--- src/rtl/assert_macros.svh ---
// Assertion macros for the hierarchical event queue unit
`ifndef ASSERT_MACROS_SVH
`define ASSERT_MACROS_SVH
`define ASSERT_IMPLIES(label, clk, rst, a, b) \
   label: assert property (@(posedge clk) disable iff (rst) (a) |-> (b)) \
      else $error("assertion failed");
`define ASSERT_NEXT(label, clk, rst, a, b) \
   label: assert property (@(posedge clk) disable iff (rst) (a) |=> (b)) \
      else $error("assertion failed");
`endif

--- src/rtl/heq_ram.sv ---
// Generic single-write, single-read synchronous RAM with registered read
module heq_ram #(
   parameter int WIDTH = 8,
   parameter int AW = 4
) (
   input logic clock,
   input logic we,
   input logic [AW-1:0] waddr,
   input logic [WIDTH-1:0] wdata,
   input logic [AW-1:0] raddr,
   output logic [WIDTH-1:0] rdata
);
   logic [WIDTH-1:0] mem [2**AW];
   always_ff @(posedge clock) begin
      if (we) begin
         mem[waddr] <= wdata;
      end
      rdata <= mem[raddr];
   end
endmodule

--- config.mk ---
export PLATFORM = sky130hd
export DESIGN_NAME = heq_ram
export DESIGN_NICKNAME = d
export VERILOG_FILES = /design/src/rtl/assert_macros.svh /design/src/rtl/heq_ram.sv
export SDC_FILE = /design/constraint.sdc
export NUM_CORES = 1
export LEC_CHECK = 0
export BUFFER_PORTS_ARGS = -buffer_cell sky130_fd_sc_hd__buf_2
export CORE_ASPECT_RATIO = 0.6
export CORE_MARGIN = 3
export CORE_UTILIZATION = 55
export DETAILED_ROUTE_END_ITERATION = 7
export PLACE_DENSITY = 0.83
export SYNTH_ARGS = -nofsm -noshare
export SYNTH_HDL_FRONTEND = slang
export SYNTH_SLANG_ARGS = --single-unit
--- constraint.sdc ---
create_clock -name clock -period 1.85 [get_ports clock]
set_input_delay 0.185 -clock clock [delete_from_list [all_inputs] [get_ports clock]]
set_output_delay 0.185 -clock clock [all_outputs]
set_load 0.01 [all_outputs]
==> results of run 1 <==
[area by class of cell]
type	count	area share (%)
Multi-Input combinational cell	83	17.3
Clock inverter	13	2.78
Sequential cell	136	65.4
Tap cell	126	2.58
Clock buffer	19	7.07
Timing Repair Buffer	45	4.90
[worst min path at each step]
stage	endpoint	slack (ns)	cells past startpoint
after floorplan	mem[0][0]	0.28	0
after global placement	mem[6][5]	0.57	1
after detailed placement	mem[2][0]	0.58	1
after CTS	mem[2][0]	0.15	1
after global routing	mem[6][0]	0.15	1
final	mem[2][0]	0.16	1
[critical path, stage by stage (launching register included)]
cell      delay [ns]
edfxtp_1        0.37
mux4_1          0.49
a22oi_1         0.25
nand2_1         0.09
[through the flow]
step | cells | utilization [%] | hold WS [ns] | cell area, µm²
after CTS | 422 | 69.4 | 0.146 | 6120
final | 422 | 69.4 | 0.158 | 6120
after global routing | 422 | 69.4 | 0.154 | 6120
after detailed placement | 390 | 62.6 | 0.582 | 5520
after global placement | 390 | 62.6 | 0.569 | 5520
after floorplan | 229 | - | 0.284 | 5150
[power breakdown]
part           leakage [nW]  switching (mW)  internal, mW
registers              1.22          0.0201          3.44
logic                 0.586           0.179         0.140
clock network         0.273            1.27          2.13
[kinds of logic (layout without fill, tap and decap cells)]
group,after synthesis,after routing
buffers and inverters,10,77
muxes,32,32
and+or+nand+nor,35,35
AOI/OAI and AO/OA,16,16
DFF,136,136
[sequential cells by signal (all words and copies together), names as in the netlist]
register  flops
mem         128
rdata         8
[layer usage]
| layer | part of all wire [%] | routed length [µm] |
|---|---|---|
| met5 | 0 | 0 |
| met4 | 2.4 | 229 |
| met3 | 7.2 | 689 |
| met2 | 45 | 4250 |
| met1 | 46 | 4370 |
[placed cells by master (no fill, tap or decap), drive strengths merged]
cell type | Yosys | routed
mux4 | 32 | 32
a22oi | 16 | 16
and2b | 1 | 1
bufinv | 0 | 3
nor2b | 1 | 1
and2 | 1 | 1
clkbuf | 0 | 19
nand2b | 2 | 2
dfxtp | 8 | 8
or3b | 1 | 1
nand2 | 9 | 9
nor2 | 13 | 13
buf | 7 | 45
nor3 | 4 | 4
edfxtp | 128 | 128
inv | 0 | 4
nand3 | 1 | 1
nand3b | 2 | 2
clkinvlp | 0 | 6
==> results.py, run 1 <==
metrics = {
    "status": {
        "status": "complete, no violations",
    },
    "synth": {
        "synth-edff-count": 128,
        "synthesis.nets": 247,
        "ys_top_cells_by_count": "edfxtp_1, mux4_2, a22oi_1, mux4_1, nor2_1",
        "syn-cell-area_um2": 5150,
        "synth_area_leaders": "edfxtp_1, mux4_2, mux4_1",
        "ys_warn_count": 0,
        "synth-compound-area-share_pct": 2.33,
        "syn_inst": 229,
        "netlist-cell-type-count": 19,
        "synthArstFlopShare_pct": 0,
        "synth_top_family_by_area": "multiplexers",
        "synth-xor-area-share_pct": 0,
        "yosysMostFrequentCell": "edfxtp_1",
        "ys_ff_latch": 136,
        "synth_top_flop_cell": "edfxtp_1",
        "yosys.area.top_type": "edfxtp_1",
        "muxShareOfSynthArea_pct": 15.0,
        "synth-simple-area-share_pct": 3.18,
        "ys_seq_area_share_pct": 77.8,
        "synthAdderAreaFrac_pct": 0,
        "avgSynthCellArea_um2": 22.5,
        "synth_top_cell_area_share_pct": 74.7,
    },
    "worst_setup_path": {
        "crit_path_start": "mem[0][5]",
        "r2r_setup_slack_ns": 0.52,
        "crit_fanout": 1,
        "endpoint": "rdata[5]",
        "arrival_ns": 1.62,
        "end_kind": "flip-flop",
        "start_kind": "flip-flop",
        "cp_data_required_time_ns": 2.14,
        "critPathKind": "reg -> reg",
        "reg2reg_depth": 3,
        "rr_startpoint": "mem[0][5]",
        "worstReg2RegEnd": "rdata[5]",
    },
    "clocking": {
        "ctsResizeCount": 0,
        "cts_setup_buffers": 0,
        "cts-root-buf": "clkbuf_16",
        "clk_pin_slew_worst_paths_ns": 0.06,
        "hold_buffers": 0,
        "cts_tree": "built",
        "htree_levels": 4,
        "cts_buffer_depth": 2,
        "clk_latency_ns": 0.41,
        "cts_sinks": 136,
        "cts_buffers": 17,
    },
    "sta": {
        "worst_slew_pin_slew_ns": 0.391,
        "worst_slack_ns": 0.523,
        "fmaxAchievable_mhz": 754,
        "final-setup-viol-count": 0,
        "max_slew_margin_pct": 73.9,
        "layout_min_cycle_time_ns": 1.33,
        "hold_viol": 0,
        "clock-skew-final_ns": 0.00673,
        "fin_setup_tns_ns": 0,
        "fin_crit_sh_pct": 71.7,
        "rsz0062_at_grt": "false",
        "drv_slew": 0,
    },
    "grt": {
        "grt_max_degree": 33,
        "grt_pass1_wl_um": 14700,
        "antenna_found_initial": 0,
        "use_met1_pct": 28.9,
        "grt_pass1_vias": 2605,
        "grt_use_total_pct": 20.4,
        "grt-ovfl-total": 0,
        "met3_usage_pct": 6.04,
        "gr-usage-met2_pct": 29.3,
        "grt-busiest-layer": "met2",
    },
    "pwr": {
        "p_total_mw": 7.19,
        "vdd_ir_drop_max_uv": 794,
        "powerDensity_nw_per_um2": 1170,
        "power.leakage_nw": 2.08,
    },
    "die": {
        "dieArea_um2": 10600,
        "die_y_um": 80.9,
        "die_x_um": 131,
        "core_area_um2": 8820,
        "io_pins": 26,
        "start_util_pct": 58.4,
        "rows": 26,
    },
    "layout": {
        "fin_nets": 301,
        "n_fill_cell": 561,
        "drive_gt1_share_pct": 31.8,
        "multi_input_area_um2": 1060,
        "syn2layout_area_growth_pct": 18.9,
        "seq_area_um2": 4000,
        "antennaDiodeCount": 0,
    },
    "placed_design": {
        "dp_hpwl_um": 5920,
        "gp_congestion": 0.782,
        "portBuffers": 25,
        "dpl_worst_slack_ns": 0.232,
    },
    "job": {
        "cap_violations": 0,
    },
    "detailed_routing": {
        "drt-initial-drc-count": 229,
        "via_per_inst": 5.91,
        "antenna_left": 0,
        "vias": 2492,
        "wl_per_cell_um": 22.6,
        "drc": 0,
        "postRouteWirelength_um": 9540,
        "drt_first_pass_iters": 4,
    },
    "hold_path": {
        "min_from": "wdata[0]",
        "hold_path_class": "in -> reg",
    },
}
Power figures use the tool's default switching activity.
==> inputs of run 2 (changes only) <==
--- a/config.mk
+++ b/config.mk
@@ -8,9 +8,9 @@
 export BUFFER_PORTS_ARGS = -buffer_cell sky130_fd_sc_hd__buf_2
 export CORE_ASPECT_RATIO = 0.6
 export CORE_MARGIN = 3
-export CORE_UTILIZATION = 55
+export CORE_UTILIZATION = 54
 export DETAILED_ROUTE_END_ITERATION = 7
-export PLACE_DENSITY = 0.83
+export PLACE_DENSITY = 0.84
 export SYNTH_ARGS = -nofsm -noshare
 export SYNTH_HDL_FRONTEND = slang
 export SYNTH_SLANG_ARGS = --single-unit
==> constraint.sdc (replaced) <==
create_clock -name clock -period 1.05 [get_ports clock]
set_input_delay 0.105 -clock clock [delete_from_list [all_inputs] [get_ports clock]]
set_output_delay 0.105 -clock clock [all_outputs]
set_load 0.01 [all_outputs]
==> results.py, run 2 (synthesized netlist as in run 1, its figures left out) <==
metrics = {
    "layout": {
        "largest_register_ff_count": 128,
        "syn2layout_area_growth_pct": 25.4,
        "largestRegisters": "mem (128), rdata (8)",
        "multi_input_area_um2": 1110,
        "largest_register": "mem",
        "seq_area_um2": 4010,
        "drive_gt1_share_pct": 45.6,
        "n_fill_cell": 532,
        "layout_common_cells": "edfxtp_1, mux4_2, buf_2",
        "antennaDiodeCount": 0,
        "fin_nets": 312,
        "layout_commonest_cell": "edfxtp_1",
    },
    "grt": {
        "grt_pass1_vias": 2666,
        "grt_max_degree": 17,
        "grt_pass1_wl_um": 15600,
        "grt-ovfl-total": 0,
        "grt_use_total_pct": 20.9,
        "antenna_found_initial": 0,
    },
    "sta": {
        "hold_viol": 0,
        "rsz0062_at_grt": "true",
        "worst_slack_ns": -0.243,
        "layout_min_cycle_time_ns": 1.29,
        "max_slew_margin_pct": 29.0,
        "drv_slew": 0,
        "worst_slew_pin_slew_ns": 1.06,
        "timing.hold.ws_ns": 0.0718,
        "fin_crit_sh_pct": 123,
        "fmaxAchievable_mhz": 773,
        "final-setup-viol-count": 8,
        "clock-skew-final_ns": 0.00674,
        "fin_setup_tns_ns": -1.55,
    },
    "clocking": {
        "cts_sinks": 136,
        "htree_levels": 4,
        "clk_pin_slew_worst_paths_ns": 0.06,
        "cts_buffers": 17,
        "clk_latency_ns": 0.41,
        "cts-root-buf": "clkbuf_16",
        "cts_setup_buffers": 0,
        "cts_tree": "built",
        "cts_buffer_depth": 2,
    },
    "pwr": {
        "power.leakage_nw": 2.15,
        "vdd_ir_drop_max_uv": 1300,
        "powerDensity_nw_per_um2": 2030,
    },
    "worst_setup_path": {
        "critPathKind": "reg -> reg",
        "cp_data_required_time_ns": 1.35,
        "end_kind": "flip-flop",
        "crit_fanout": 1,
        "arrival_ns": 1.60,
        "crit_path_start": "mem[3][5]",
        "rr_startpoint": "mem[3][5]",
        "start_kind": "flip-flop",
    },
    "detailed_routing": {
        "postRouteWirelength_um": 9940,
        "vias": 2506,
        "via_per_inst": 5.79,
        "wl_per_cell_um": 22.9,
        "drt-initial-drc-count": 286,
        "drc": 0,
        "drt_first_pass_iters": 4,
        "antenna_left": 0,
    },
    "die": {
        "rows": 26,
        "io_pins": 26,
        "core_area_um2": 8880,
        "dieArea_um2": 10800,
        "start_util_pct": 58.0,
        "die_x_um": 132,
        "die_y_um": 81.6,
    },
    "status": {
        "status": "complete, but fails checks",
        "violations": "negative setup slack",
    },
    "hold_path": {
        "min_from": "wdata[7]",
        "hold_path_class": "in -> reg",
    },
    "placed_design": {
        "gp_congestion": 0.747,
        "portBuffers": 25,
        "dp_hpwl_um": 6420,
    },
    "job": {
        "cap_violations": 0,
    },
}
run 2: cell count changes in the layout (fill, tap and decap cells not counted), moves of 4 or more:
cell / delta
nor3_1: -4
inv_6: -4
a22oi_2: +9
nor2_2: +9
mux4_2: +14
mux4_1: -14
buf_12: +13
nor2_1: -9
a22oi_1: -9
run 2: layout make-up:
class	count	area share [%]
tap	126	2.44
clock buffer	18	6.65
clock inverter	14	3.18
multi-input combinational	83	17.2
sequential	136	62.0
timing repair buffer	56	8.45
run 2: power by group:
| group | total [mW] | leakage, nW | switching [mW] | internal (mW) |
|---|---|---|---|---|
| Clock | 6.32 | 0.295 | 2.14 | 4.18 |
| Combinational | 0.682 | 0.634 | 0.365 | 0.317 |
| Sequential | 6.11 | 1.22 | 0.0387 | 6.07 |
run 2: worst paths after layout:
path           endpoint  slack [ns]  cells after the start
max            rdata[5]       -0.24                      3
min          mem[11][7]        0.07                      1
max reg2reg    rdata[5]       -0.24                      3
min reg2reg    rdata[0]        0.69                      3
run 2: per-stage QoR:
step / cells / worst slack [ns] / area [µm²] / power [mW] / utilization (%)
after detailed placement: 401 / -0.426 / 5780 / 6.89 / 65.0
after global routing: 433 / -0.270 / 6460 / 13.5 / 72.7
after CTS: 433 / -0.226 / 6460 / 13.2 / 72.7
after global placement: 401 / -0.396 / 5780 / 6.85 / 65.0
after floorplan: 229 / -0.158 / 5190 / 6.57 / -
final: 433 / -0.243 / 6460 / 13.1 / 72.7
run 2: layer usage:
metal  wire [µm]  share of wire (%)  vias to the layer above  global-route usage [%]
met3        1010                 10                       17                    7.89
met2        4400                 44                      113                    29.8
li1            -                  -                     1091                       -
met1        4290                 43                     1285                    29.3
met5           0                  0                        -                       0
met4         229                2.3                        0                    9.22
run 2: worst max-delay path, stage by stage (launching register included):
cell,delay (ns)
edfxtp_1,0.42
mux4_2,0.51
a22oi_2,0.18
nand2_1,0.07
run 2: timing repair:
| item | in CTS | in global routing |
|---|---|---|
| endpoints found under the hold margin | 0 | 0 |
| hold buffers | 0 | 0 |
| gates resized for setup | 10 | 0 |
| pin swaps | 5 | 1 |
| endpoints found under the setup margin | 9 | 8 |
