==> src/rtl/assert_macros.svh <==
// Assertion macros for the hierarchical event queue unit
`ifndef ASSERT_MACROS_SVH
`define ASSERT_MACROS_SVH
`define ASSERT_IMPLIES(label, clk, rst, a, b) \
   label: assert property (@(posedge clk) disable iff (rst) (a) |-> (b)) \
      else $error("assertion failed");
`define ASSERT_NEXT(label, clk, rst, a, b) \
   label: assert property (@(posedge clk) disable iff (rst) (a) |=> (b)) \
      else $error("assertion failed");
`endif

==> src/rtl/heq_pkg.sv <==
// Types, constants and state codes of the hierarchical event queue unit
package heq_pkg;
   localparam int NUM_CHILDREN = 4;
   localparam int CHILD_DEPTH = 16;
   localparam int PARENT_DEPTH = 64;
   localparam int EVENT_WIDTH = 32;
   localparam int CW = (NUM_CHILDREN > 1) ? $clog2(NUM_CHILDREN) : 1;
   localparam int CAW = $clog2(CHILD_DEPTH);
   localparam int PAW = $clog2(PARENT_DEPTH);
   localparam int KAW = CW + CAW;
   localparam int PCW = PAW + 1;
   localparam int KCW = CAW + 1;
   localparam int PEW = 1 + CW + EVENT_WIDTH;

   localparam logic [1:0] ST_OK = 2'd0;
   localparam logic [1:0] ST_EMPTY = 2'd1;
   localparam logic [1:0] ST_FULL = 2'd2;
   localparam logic MODE_PUT = 1'b0;

   typedef struct packed {
      logic mode;
      logic [2:0] queue_id;
      logic [31:0] event_data;
   } req_type;

   typedef struct packed {
      logic [31:0] result_event;
      logic result_valid;
      logic [2:0] source_queue;
      logic notify;
      logic [1:0] status;
   } rsp_type;

   typedef struct packed {
      logic is_link;
      logic [CW-1:0] child;
      logic [EVENT_WIDTH-1:0] ev;
   } pent_type;

   typedef enum logic [2:0] {
      S_IDLE, S_PREAD, S_PWAIT, S_KREAD, S_KWAIT
   } state_type;

   typedef struct packed {
      logic we;
      logic [PAW-1:0] waddr;
      pent_type wdata;
      logic [PAW-1:0] raddr;
   } pmem_ctl_type;

   typedef struct packed {
      logic we;
      logic [KAW-1:0] waddr;
      logic [EVENT_WIDTH-1:0] wdata;
      logic [KAW-1:0] raddr;
   } kmem_ctl_type;
endpackage

==> src/rtl/heq_ctrl.sv <==
// Sequencer and queue pointers of the hierarchical event queue unit
module heq_ctrl (
   input logic clock,
   input logic reset,
   input logic start,
   input heq_pkg::req_type req,
   input logic notify_enable,
   output logic busy,
   output logic done,
   output heq_pkg::rsp_type rsp,
   output heq_pkg::pmem_ctl_type pctl,
   output heq_pkg::kmem_ctl_type kctl,
   input heq_pkg::pent_type prdata,
   input logic [heq_pkg::EVENT_WIDTH-1:0] krdata
);
   localparam int NC = heq_pkg::NUM_CHILDREN;
   heq_pkg::state_type state_ff, state_in;
   logic [heq_pkg::PAW-1:0] phead_ff, phead_in, ptail_ff, ptail_in;
   logic [heq_pkg::PCW-1:0] pcount_ff, pcount_in;
   logic [heq_pkg::CAW-1:0] khead_ff [NC], khead_in [NC], ktail_ff [NC], ktail_in [NC];
   logic [heq_pkg::KCW-1:0] kcount_ff [NC], kcount_in [NC];
   logic [heq_pkg::PCW-1:0] kskip_ff [NC], kskip_in [NC];
   logic [heq_pkg::CW-1:0] cur_ff, cur_in;
   logic [2:0] src_ff, src_in;
   heq_pkg::rsp_type rsp_ff, rsp_in;
   logic done_ff, done_in;
   logic [heq_pkg::CW-1:0] qc, lc;
   logic qok;

   always_ff @(posedge clock) begin
      if (reset) begin
         state_ff <= heq_pkg::S_IDLE;
         phead_ff <= '0;
         ptail_ff <= '0;
         pcount_ff <= '0;
         done_ff <= 1'b0;
         for (int i = 0; i < NC; i++) begin
            khead_ff[i] <= '0;
            ktail_ff[i] <= '0;
            kcount_ff[i] <= '0;
            kskip_ff[i] <= '0;
         end
      end else begin
         state_ff <= state_in;
         phead_ff <= phead_in;
         ptail_ff <= ptail_in;
         pcount_ff <= pcount_in;
         done_ff <= done_in;
         khead_ff <= khead_in;
         ktail_ff <= ktail_in;
         kcount_ff <= kcount_in;
         kskip_ff <= kskip_in;
      end
      cur_ff <= cur_in;
      src_ff <= src_in;
      rsp_ff <= rsp_in;
   end

   always_comb begin
      state_in = state_ff;
      phead_in = phead_ff;
      ptail_in = ptail_ff;
      pcount_in = pcount_ff;
      khead_in = khead_ff;
      ktail_in = ktail_ff;
      kcount_in = kcount_ff;
      kskip_in = kskip_ff;
      cur_in = cur_ff;
      src_in = src_ff;
      rsp_in = rsp_ff;
      done_in = 1'b0;
      pctl = '0;
      kctl = '0;
      qc = heq_pkg::CW'(req.queue_id - 3'd1);
      qok = (32'(req.queue_id) <= NC);
      lc = prdata.child;
      pctl.raddr = phead_ff;
      kctl.raddr = {cur_ff, khead_ff[cur_ff]};
      unique case (state_ff)
         heq_pkg::S_IDLE: begin
            if (start && !done_ff) begin
               rsp_in = '0;
               if (!qok) begin
                  rsp_in.status = (req.mode == heq_pkg::MODE_PUT) ? heq_pkg::ST_FULL
                                                                  : heq_pkg::ST_EMPTY;
                  done_in = 1'b1;
               end else if (req.mode == heq_pkg::MODE_PUT) begin
                  done_in = 1'b1;
                  if (32'(pcount_ff) >= heq_pkg::PARENT_DEPTH) begin
                     rsp_in.status = heq_pkg::ST_FULL;
                  end else if (req.queue_id == 3'd0) begin
                     pctl.we = 1'b1;
                     pctl.waddr = ptail_ff;
                     pctl.wdata = '{1'b0, '0, heq_pkg::EVENT_WIDTH'(req.event_data)};
                     ptail_in = ptail_ff + 1'b1;
                     pcount_in = pcount_ff + 1'b1;
                  end else if (32'(kcount_ff[qc]) >= heq_pkg::CHILD_DEPTH) begin
                     rsp_in.status = heq_pkg::ST_FULL;
                  end else begin
                     kctl.we = 1'b1;
                     kctl.waddr = {qc, ktail_ff[qc]};
                     kctl.wdata = heq_pkg::EVENT_WIDTH'(req.event_data);
                     ktail_in[qc] = ktail_ff[qc] + 1'b1;
                     kcount_in[qc] = kcount_ff[qc] + 1'b1;
                     pctl.we = 1'b1;
                     pctl.waddr = ptail_ff;
                     pctl.wdata = '{1'b1, qc, '0};
                     ptail_in = ptail_ff + 1'b1;
                     pcount_in = pcount_ff + 1'b1;
                     rsp_in.notify = notify_enable;
                  end
               end else if (req.queue_id == 3'd0) begin
                  state_in = heq_pkg::S_PREAD;
               end else if (kcount_ff[qc] == '0) begin
                  rsp_in.status = heq_pkg::ST_EMPTY;
                  done_in = 1'b1;
               end else begin
                  cur_in = qc;
                  src_in = req.queue_id;
                  kskip_in[qc] = kskip_ff[qc] + 1'b1;
                  state_in = heq_pkg::S_KREAD;
               end
            end
         end
         heq_pkg::S_PREAD: begin
            if (pcount_ff == '0) begin
               rsp_in.status = heq_pkg::ST_EMPTY;
               done_in = 1'b1;
               state_in = heq_pkg::S_IDLE;
            end else begin
               state_in = heq_pkg::S_PWAIT;
            end
         end
         heq_pkg::S_PWAIT: begin
            phead_in = phead_ff + 1'b1;
            pcount_in = pcount_ff - 1'b1;
            pctl.raddr = phead_ff + 1'b1;
            if (!prdata.is_link) begin
               rsp_in.result_event = 32'(prdata.ev);
               rsp_in.result_valid = 1'b1;
               done_in = 1'b1;
               state_in = heq_pkg::S_IDLE;
            end else if (kskip_ff[lc] != '0) begin
               kskip_in[lc] = kskip_ff[lc] - 1'b1;
               if (pcount_ff == heq_pkg::PCW'(1)) begin
                  rsp_in.status = heq_pkg::ST_EMPTY;
                  done_in = 1'b1;
                  state_in = heq_pkg::S_IDLE;
               end
            end else if (kcount_ff[lc] == '0) begin
               rsp_in.status = heq_pkg::ST_EMPTY;
               done_in = 1'b1;
               state_in = heq_pkg::S_IDLE;
            end else begin
               cur_in = lc;
               src_in = 3'(lc) + 3'd1;
               state_in = heq_pkg::S_KREAD;
            end
         end
         heq_pkg::S_KREAD: begin
            state_in = heq_pkg::S_KWAIT;
         end
         heq_pkg::S_KWAIT: begin
            khead_in[cur_ff] = khead_ff[cur_ff] + 1'b1;
            kcount_in[cur_ff] = kcount_ff[cur_ff] - 1'b1;
            rsp_in.result_event = 32'(krdata);
            rsp_in.result_valid = 1'b1;
            rsp_in.source_queue = src_ff;
            done_in = 1'b1;
            state_in = heq_pkg::S_IDLE;
         end
         default: state_in = heq_pkg::S_IDLE;
      endcase
   end

   assign busy = (state_ff != heq_pkg::S_IDLE) || done_ff;
   assign done = done_ff;
   assign rsp = rsp_ff;
endmodule

==> config.mk <==
export PLATFORM = sky130hd
export DESIGN_NAME = heq_ctrl
export DESIGN_NICKNAME = d
export VERILOG_FILES = /design/src/rtl/assert_macros.svh /design/src/rtl/heq_pkg.sv /design/src/rtl/heq_ctrl.sv
export SDC_FILE = /design/constraint.sdc
export NUM_CORES = 1
export LEC_CHECK = 0
export BUFFER_PORTS_ARGS = -buffer_cell sky130_fd_sc_hd__buf_2
export CORE_MARGIN = 5
export CORE_UTILIZATION = 54
export CTS_CLUSTER_SIZE = 12
export DETAILED_ROUTE_END_ITERATION = 12
export HOLD_SLACK_MARGIN = 0.02
export PLACE_DENSITY_LB_ADDON = 0.2
export SYNTH_ARGS = -nofsm -noshare
export SYNTH_HDL_FRONTEND = slang
export SYNTH_SLANG_ARGS = --single-unit
export TNS_END_PERCENT = 1
==> constraint.sdc <==
create_clock -name clock -period 7.65 [get_ports clock]
set_input_delay 1.1475 -clock clock [delete_from_list [all_inputs] [get_ports clock]]
set_output_delay 1.1475 -clock clock [all_outputs]
set_load 0.05 [all_outputs]
==> implementation parameters <==
Parameter                              Value

Critical path
  Critical path peak fanout ... 21
  Startpoint of the worst-slack reg-to-reg timing path ... state_ff[2]$_SDFFE_PP0P_
  Critical path's slowest cell ... sky130_fd_sc_hd__nor2b_1
  Crit path max-delay family ... buffers and inverters
  Crit path launch type ... input port
  Crit path buffers/inverters ... 3
  Required time reported for the critical path endpoint ... 6500 ps
  Most prevalent standard cell on the critical path ... sky130_fd_sc_hd__buf_2
  Worst Reg2Reg Path Length in Cells ... 6
  Arr. time, crit path ... 4140 ps
  Kind of capture point of the worst setup path ... primary output
  Category of the critical setup timing path ... in2out
  Slowest Stage Delay on Critical Path ... 590 ps
  Register-to-Register Setup Slack ... approximately 4200 ps
  Reg2reg end ... kskip_ff[15]$_SDFFE_PP0P_
  List of cells traversed by the critical path ... buf_2 -> inv_1 -> ha_1 -> mux4_2 -> maj3_1 -> nor2b_1 -> and2_1 -> buf_2

Synthesis
  Ranking of synthesized cells by instance count ... sky130_fd_sc_hd__nor2_1, sky130_fd_sc_hd__dfxtp_1, sky130_fd_sc_hd__nand2_1, sky130_fd_sc_hd__clkbuf_1, sky130_fd_sc_hd__and2_1
  Number of enable flip-flop cells after synthesis ... 44
  Post-synth cell types ... just over 60
  Mapped Avg Cell Area ... approximately 9.5 µm²
  Number of warnings issued by yosys ... 0
  Share of flip-flops with an asynchronous set or reset after synthesis ... 0%
  Register area share after synthesis ... approximately two fifths
  Leading post-synthesis cells by cell area ... sky130_fd_sc_hd__dfxtp_1, sky130_fd_sc_hd__edfxtp_1, sky130_fd_sc_hd__mux4_2, sky130_fd_sc_hd__nor2_1, sky130_fd_sc_hd__and2_1
  Most instantiated library cell after synthesis ... sky130_fd_sc_hd__nor2_1
  Dominant cell type by area after synthesis ... sky130_fd_sc_hd__dfxtp_1
  Seq cells post-synth ... 147
  Primary FF master, synth ... sky130_fd_sc_hd__dfxtp_1
  Number of nets produced by synthesis ... just over 1000
  Share of the synthesized area in the top cell type ... around a quarter
  Instance count of the mapped netlist ... approximately 890
  Cell Area, Synth ... around 8500 µm²

Global routing
  GRT Resource Usage Total ... about a quarter
  Maximum number of pins on one net before global-route repair ... between 60 and 70
  Global-route wire length before repair ... between 30000 and 40000 µm
  Vias in the first global route ... around 7200
  Total congestion overflow after global routing ... 0
  Initial antenna violation count ... 0

Detailed routing
  Via-per-instance ratio ... between 5 and 6
  Drt first pass iters ... 6
  Average wire per cell in the routed design ... approximately 19 µm
  Total wirelength of the detailed-routed design ... ~25000 µm
  Initial DRC Count ... between 700 and 800
  Number of vias after detailed routing ... 7751
  DRC violation count after routing ... 0
  Final ANT Viol Nets ... 0

Cells and area
  Share of post-route cells with drive strength above 1 ... a little under a third
  Utilization after layout ... 67.5%
  Layout area overhead ... 22.0%
  Post-layout nets ... around 1200
  Area of combinational cells with multiple inputs ... roughly 4700 µm²
  Filler Cell Count ... approximately 1300
  Sequential cell area ... around 3400 µm²
  Post-route non-filler standard cell count ... 1311
  Area of all placed cells without fillers ... 10300 µm²
  N_diodes ... 0

Clock tree
  Hold buffer count at cts ... 0
  Clock insertion delay at the later pin of the skew report ... 430 ps
  TritonCTS Sinks ... 147
  H-tree Lvls ... 4
  Clock tree buffer depth ... 2
  TritonCTS clock tree ... done
  PostCTS Resize Cnt ... 0
  Clock-pin transition on the worst setup and hold timing paths ... 70 ps
  Setup bufs post-CTS ... 0
  Clock buffer count from CTS ... 17
  Root buffer cell ... sky130_fd_sc_hd__clkbuf_16

Floorplan
  Horizontal extent of the die ... around 140 µm
  Placeable core region ... 15300 µm²
  Initial Utilization ... between 50% and 60%
  Overall die height ... approximately 140 µm
  I/O pins ... between 200 and 250
  Standard-cell rows ... 45
  Die Footprint ... approximately 18000 µm²

Hold path
  Number of cells on the worst hold path ... 2
  Source of the worst hold timing path ... khead_ff[0]$_SDFFE_PP0P_
  Worst hold path endpoint ... khead_ff[0]$_SDFFE_PP0P_
  Path type of the worst min-delay path ... reg2reg

Timing
  Min Clock Period, post-route ... approximately 5300 ps
  Finish-stage setup viols ... 0
  Final Skew ... 8.18 ps
  Final-report max-slew violation count ... 0
  Worst-case hold slack ... around 450 ps
  Hold Fails Final Rpt ... 0
  RSZ-0062 raised after global routing ... no
  Final worst slack ... around 2400 ps
  Highest clock rate ... ~0.19 GHz
  Slew @ Worst Pin ... roughly 1000 ps
  Accumulated negative setup slack ... 0 ps
  Portion of the clock cycle consumed by the worst path in the final layout ... about 69%
  Max-Slew Margin vs Limit ... about a third

Place
  Placement Setup Slack ... 2360 ps
  Total half-perimeter wirelength after legalization and detailed placement ... approximately 18000 µm
  Final estimated routing congestion in global placement ... roughly 0.97
  Input/output buffers ... between 200 and 250
  Total cell area at the placement stage ... ~10000 µm²
  Number of placed instances with taps included ... between 1000 and 1500

Flow run
  Number of maximum-capacitance violations ... 0

Power
  Power per cell area ... between 200 and 300 nW/µm²
  Largest vdd supply drop ... between 150 and 200 µV
  Total Power Consumption ... roughly 2.8 mW
  Static leakage ... approximately 4.6 nW

Run status
  Outcome ... finished, final reports clean
## registers in the layout (all words and copies together) (netlist names)
signal	flops
ktail_ff	16
ptail_ff	6
src_ff	3
rsp	39
pcount_ff	7
khead_ff	16
phead_ff	6
kcount_ff	20
state_ff	3
cur_ff	2
done	1
kskip_ff	28
## worst reg2reg max path, stage by stage, from the launching register on
cell and delay (ps):
sky130_fd_sc_hd__dfxtp_1 830, sky130_fd_sc_hd__or3b_2 680, sky130_fd_sc_hd__nor3b_1 120, sky130_fd_sc_hd__a22oi_1 640, sky130_fd_sc_hd__o211ai_2 510, sky130_fd_sc_hd__a311oi_1 400, sky130_fd_sc_hd__a211oi_1 80
## layer usage
metal	GRT usage, %	share of wire (%)	vias up
met5	0	0	-
met3	6.13	8.6	35
li1	-	-	3662
met2	44.6	49	347
met4	6.94	1.3	0
met1	34.1	41	3707
## worst max path at each step
stage,startpoint,endpoint,slack (ps),cells past startpoint
after floorplan,req[32],pctl[38],2550,10
after global placement,req[32],pctl[44],2420,8
after detailed placement,req[32],pctl[41],2360,8
after CTS,req[32],pctl[41],2360,8
after global routing,req[32],pctl[41],2110,8
final,req[32],pctl[41],2360,8
## cell usage in the layout (no fill, tap or decap), types with 6 or more instances in the layout
cell type	n
sky130_fd_sc_hd__o22ai_1	12
sky130_fd_sc_hd__a311oi_1	6
sky130_fd_sc_hd__o21ai_0	10
sky130_fd_sc_hd__xor2_1	16
sky130_fd_sc_hd__nand3_1	32
sky130_fd_sc_hd__a22o_1	32
sky130_fd_sc_hd__buf_4	8
sky130_fd_sc_hd__o221a_2	9
sky130_fd_sc_hd__o2bb2ai_1	6
sky130_fd_sc_hd__edfxtp_1	44
sky130_fd_sc_hd__nor3_1	28
sky130_fd_sc_hd__dfxtp_1	103
sky130_fd_sc_hd__mux2i_1	22
sky130_fd_sc_hd__and2_1	45
sky130_fd_sc_hd__nand2_1	53
sky130_fd_sc_hd__nor3b_1	7
sky130_fd_sc_hd__a31oi_1	13
sky130_fd_sc_hd__xnor2_1	21
sky130_fd_sc_hd__buf_2	239
sky130_fd_sc_hd__inv_1	28
sky130_fd_sc_hd__nor2b_1	7
sky130_fd_sc_hd__and3_1	41
sky130_fd_sc_hd__a221oi_1	8
sky130_fd_sc_hd__a211oi_1	17
sky130_fd_sc_hd__clkbuf_16	17
sky130_fd_sc_hd__a21oi_1	38
sky130_fd_sc_hd__ha_1	22
sky130_fd_sc_hd__mux4_2	33
sky130_fd_sc_hd__nor2_1	110
## kinds of logic (layout without fill, tap and decap cells)
logic type	count (synthesis)	count (layout)	share of synthesized area, %
simple gates	355	355	21.3
flops	147	147	40.0
xor+xnor	37	37	3.83
mux	56	56	11.5
buf+inv	96	308	4.60
fa+ha+maj	23	23	3.37
compound gates	174	174	15.5
## cell type report
type | count | share of cell area, %
multi-input combinational | 645 | 45.7
tap | 211 | 2.56
timing repair buffer | 247 | 12.2
clock buffer | 17 | 4.12
inverter | 29 | 1.05
sequential | 147 | 32.8
clock inverter | 15 | 1.61
## power by group
group | internal (mW) | switching (mW)
clock network | 0.463 | 0.362
logic | 0.251 | 0.737
registers | 0.943 | 0.0623
Power figures use the tool's default switching activity.
